$ cat src/sv/ldt_pkg.sv
package ldt_pkg;

  localparam int TRIG_FRAC    = 28;
  localparam int TRIG_GAIN    = 163008219;
  localparam int ATAN_ENTRIES = 30;
  localparam int LANES        = 6;
  localparam int COORD_W      = 40;
  localparam int ANG_W        = 34;
  localparam int SPLIT        = 20;

  typedef logic signed [31:0]        trig_t;
  typedef logic signed [COORD_W-1:0] coord_t;
  typedef logic signed [ANG_W-1:0]   zang_t;

  typedef enum logic [2:0] {
    REG_ROT_X,
    REG_ROT_Y,
    REG_ROT_Z,
    REG_SHIFT_X,
    REG_SHIFT_Y,
    REG_SHIFT_Z
  } cfg_reg_e;

  // Arctangent of 2^-i, 2^32 = 2 pi.
  localparam logic signed [31:0] ATAN [ATAN_ENTRIES] = '{
    32'sd536870912, 32'sd316933406, 32'sd167458907, 32'sd85004756,
    32'sd42667331, 32'sd21354465, 32'sd10679838, 32'sd5340245,
    32'sd2670163, 32'sd1335087, 32'sd667544, 32'sd333772, 32'sd166886,
    32'sd83443, 32'sd41722, 32'sd20861, 32'sd10430, 32'sd5215, 32'sd2608,
    32'sd1304, 32'sd652, 32'sd326, 32'sd163, 32'sd81, 32'sd41, 32'sd20,
    32'sd10, 32'sd5, 32'sd3, 32'sd1
  };

  // Lanes 0..2: scaled x, y, z angles. Lanes 3..5: full x, y, z angles.
  // Per rotation step: trig lane, first and second coordinate.
  localparam int ROT_LANE [6] = '{2, 0, 1, 4, 3, 5};
  localparam int ROT_U    [6] = '{0, 1, 2, 0, 2, 1};
  localparam int ROT_V    [6] = '{1, 2, 0, 2, 1, 0};

  typedef struct packed {
    logic [LANES-1:0]  neg;
    trig_t [LANES-1:0] x;
    trig_t [LANES-1:0] y;
    zang_t [LANES-1:0] z;
  } cord_t;

  typedef struct packed {
    logic               valid;
    logic               to_end;
    logic [15:0]        tag;
    logic [15:0]        t;
    coord_t [2:0]       pos;
  } side_t;

  typedef struct packed {
    logic               valid;
    logic               to_end;
    logic [15:0]        tag;
    logic [15:0]        t;
    trig_t [LANES-1:0]  cs;
    trig_t [LANES-1:0]  sn;
    coord_t [2:0]       pos;
  } tok_t;

endpackage

$ cat src/sv/ldt_cordic_cell.sv
module ldt_cordic_cell #(
  parameter int IDX = 0
) (
  input  logic          clk,
  input  ldt_pkg::cord_t cin,
  output ldt_pkg::cord_t cout
);
  import ldt_pkg::*;

  cord_t nxt;

  // One micro-rotation on every lane.
  always_comb begin
    trig_t xj;
    trig_t yj;
    zang_t zj;
    nxt = cin;
    for (int j = 0; j < LANES; j++) begin
      xj = cin.x[j];
      yj = cin.y[j];
      zj = cin.z[j];
      if (!zj[ANG_W-1]) begin
        nxt.x[j] = xj - (yj >>> IDX);
        nxt.y[j] = yj + (xj >>> IDX);
        nxt.z[j] = zj - ANG_W'(ATAN[IDX]);
      end else begin
        nxt.x[j] = xj + (yj >>> IDX);
        nxt.y[j] = yj - (xj >>> IDX);
        nxt.z[j] = zj + ANG_W'(ATAN[IDX]);
      end
    end
  end

  always_ff @(posedge clk) begin
    cout <= nxt;
  end

endmodule

$ cat config.mk
export PLATFORM = sky130hd
export DESIGN_NAME = ldt_cordic_cell
export DESIGN_NICKNAME = d
export VERILOG_FILES = /design/src/sv/ldt_pkg.sv /design/src/sv/ldt_cordic_cell.sv
export SDC_FILE = /design/constraint.sdc
export NUM_CORES = 2
export LEC_CHECK = 0
export BUFFER_PORTS_ARGS = -buffer_cell sky130_fd_sc_hd__buf_2
export CORE_AREA = 2 2 459 461
export DETAILED_ROUTE_END_ITERATION = 10
export DIE_AREA = 0 0 461 463
export PLACE_DENSITY = 0.42
export SYNTH_ARGS = -nofsm -noshare
export SYNTH_HDL_FRONTEND = slang
export SYNTH_SLANG_ARGS = --single-unit
$ cat constraint.sdc
create_clock -name clk -period 5.1 [get_ports clk]
set_clock_uncertainty 0.05 [all_clocks]
set_input_delay 0.51 -clock clk [delete_from_list [all_inputs] [get_ports clk]]
set_output_delay 0.51 -clock clk [all_outputs]
set_load 0.02 [all_outputs]
==> impl_metrics.csv <==
group,metric,value,unit
setup_path,startpoint,"cin[524]",
setup_path,arrival,4.78,ns
setup_path,crit_end,"cout[552]$_DFF_P_",
sta,fin_setup_tns,0,ns
finish,synthToLayoutAreaGrowth,32.0,%
setup_path,cp-end-kind,"flip-flop",
route,drt_wl_total,216000,um
route,postRouteAntennaNets,0,
finish,mostFrequentLayoutCell,"buf_2",
synth,ys_seq_area_frac,0.272,
setup_path,critical_path.startpoint_type,"input port",
sta,tightest_slew,1.03,ns
sta,setup_viol,0,
power_and_ir_drop,intPower,11.5,mW
setup_path,path_depth,14,
power_and_ir_drop,ir_drop,246,uV
route,first_pass_iters,6,
synth,ys_seq_elements,588,
synth,async_flop_share,0,
synth,avgSynthCellArea,8.00,um^2
power_and_ir_drop,leakagePower,27.0,nW
finish,nets,7878,
die,initial_core_util,0.207,
route,route.vias.total,44515,
route,drt-wirelength-per-cell,22.6,um
sta,relSlewSlack,0.305,
finish,layout-drive-gt1-share,0.211,
route,drcViolationCount,0,
finish,max_flop_register,"cout",
power_and_ir_drop,p_sw_frac,0.397,
setup_path,worst-path-buf-inv,2,
power_and_ir_drop,comb_power_share,0.367,
sta,finalCritPeriodShare,0.825,
global_route,antenna_found_initial,105,
placed_design,gp_congestion,0.926,
job,maxCapViolations,0,
synth,synthDistinctLibCells,90,
synth,syn_inst,5406,
cts,cts_buffer_depth,3,
synth,synth_flop_cell,"dfxtp_1",
finish,final_cell_mix,"buf_2, a21oi_1, dfxtp_1",
finish,largest_reg_flops,588,
global_route,track_usage,0.193,
setup_path,required,5.68,ns
sta,rsz0062_at_grt,"no",
setup_path,worstPathCellList,"dlygate4sd3_1, buf_2, ha_1, fa_1, nor2b_1, o21ai_0, a31oi_1, nor4_1, o21ai_0, a31oi_1, o21ai_0, a211o_1, a31oi_1, xnor2_1",
sta,slew_violations,0,
power_and_ir_drop,clockPowerShare,0.331,
setup_path,crit_slowest_cell,"nor4_1",
cts,postCtsSetupBuffers,0,
placed_design,dpl.hpwl,179000,um
setup_path,slowest_delay,0.72,ns
die,die_h,463,um
cts,clkTransAtPathRegs,0.06,ns
sta,fin_crit,4.21,ns
synth,synth_nets,6607,
global_route,grt_max_degree,79,
synth,synth_edf_count,0,
cts,cts_sinks,588,
die,io_pins,1189,
setup_path,cp_top_family,"compound AO/OA/AOI/OAI gates",
sta,max_freq,238,MHz
global_route,grt_pass1_vias,44466,
placed_design,numPortBuffers,1188,
cts,numCtsBuffers,82,
die,die_x,461,um
cts,cts_tree,"built",
finish,postLayoutCoreUtil,0.274,
route,drt-initial-drc-count,3386,
synth,yosys_warnings,0,
finish,top_regs,"cout (588)",
cts,cts-htree-levels,3,
sta,finalHoldViolCount,0,
die,die-area,0.213,mm^2
power_and_ir_drop,p_per_area,335,mW/mm^2
power_and_ir_drop,power_frac_seq,0.302,
power_and_ir_drop,p_sw,7.60,mW
route,avgViaCountPerCell,4.64,
setup_path,crit_fanout,4,
synth,synth_area,0.0433,mm^2
setup_path,critPathKind,"input port to flip-flop",
cts,cts_root_buffer,"clkbuf_16",
die,coreArea,0.209,mm^2
worst_hold_path,hp-class,"input port to flip-flop",
die,fp-row-count,168,
global_route,grt_first_pass_wirelength,309000,um
status,status,"complete, no violations",
global_route,grt_overflow_total,0,
## how the worst min path moves through the flow
stage,from,to,slack (ns),cells past startpoint
floorplan,cin[0],cout[0]$_DFF_P_,0.49,0
detailed placement,cin[180],cout[180]$_DFF_P_,0.56,1
finish,cin[168],cout[169]$_DFF_P_,0.08,3
global route,cin[168],cout[169]$_DFF_P_,0.04,3
global placement,cin[161],cout[161]$_DFF_P_,0.56,1
CTS,cin[168],cout[169]$_DFF_P_,0.0006,3
## stage by stage
stage	area, um^2	hold WS (ns)	total power [mW]	worst slack [ns]	std cells
floorplan	43300	0.488	9.82	1.65	5406
global placement	52100	0.562	12.8	0.836	9199
detailed placement	52100	0.564	12.7	0.749	9199
CTS	57000	0.000588	19.4	1.00	9547
global route	57100	0.0351	20.1	0.668	9576
finish	57100	0.0804	19.1	0.893	9591
## metal layers
metal | track usage | vias up | part of all wire
met1 | 0.237 | 21227 | 0.43
met5 | 0 | - | 0.0016
li1 | - | 21251 | -
met4 | 0.0664 | 52 | 0.031
met3 | 0.0526 | 337 | 0.078
met2 | 0.322 | 1648 | 0.46
## power by group through the flow
stage	registers [mW]	clock network [mW]	logic, mW
finish	5.78	6.33	7.03
global route	5.85	6.73	7.56
CTS	5.80	6.56	7.04
detailed placement	5.87	0	6.86
global placement	5.87	0	6.92
floorplan	6.81	0	3.02
## final cells by class
cell class,count,area [um^2]
timing repair buffer,1430,8270
multi-input combinational,3982,28300
fill,22968,151000
inverter,593,2230
sequential,588,11800
clock buffer,107,2260
tap,2805,3510
antenna,44,110
clock inverter,42,668
## synthesized netlist by cell type, drive strengths merged, types with 10 or more instances
library cell  instances  area share
o41ai                16      0.0034
a21boi               18      0.0031
or3                  30      0.0045
or2                  22      0.0032
nand4                44      0.0064
clkinv               13      0.0011
or4                  18      0.0031
nand2               232       0.020
a211o                18      0.0036
and2                 24      0.0035
dfxtp               588        0.27
mux2i                76       0.018
xor2                 58       0.012
o21a                 47      0.0082
nor2                475       0.041
fa                   24       0.011
o31ai                49      0.0085
nand3                66      0.0076
inv                 580       0.050
buf                  71      0.0075
a311oi               10      0.0020
nor4                 32      0.0048
o21ai               339       0.039
and3                 23      0.0033
o21bai              121       0.021
nand3b               12      0.0021
a2111oi              19      0.0040
a31oi                45      0.0069
nand2b               48      0.0069
o2111ai              16      0.0032
xnor2               320       0.065
a21oi               629       0.073
a21o                140       0.024
nor3                105       0.012
a211oi               55      0.0098
nor2b                60      0.0087
a221oi               29      0.0059
o211ai               45      0.0078
ha                  582        0.17
o221ai               15      0.0030
clkbuf              172       0.015
## timing repair
action,in CTS,in global routing
endpoints found under the hold margin,199,0
gates resized for setup,0,0
hold buffers,199,0
## tightest hold or removal path, cell delays in order
cell	delay [ns]
buf_2	0.09
ha_1	0.14
a21oi_1	0.05
## cells by family after synthesis
group                    Yosys count  synth area share
multiplexers                      77            0.0178
flip-flops                       588             0.272
XOR/XNOR                         378            0.0765
adder cells (fa/ha/maj)          606             0.179
AND/OR/NAND/NOR                 1207             0.131
AO/OA/AOI/OAI                   1714             0.249
buffers and inverters            836            0.0739
Power figures use the tool's default switching activity.
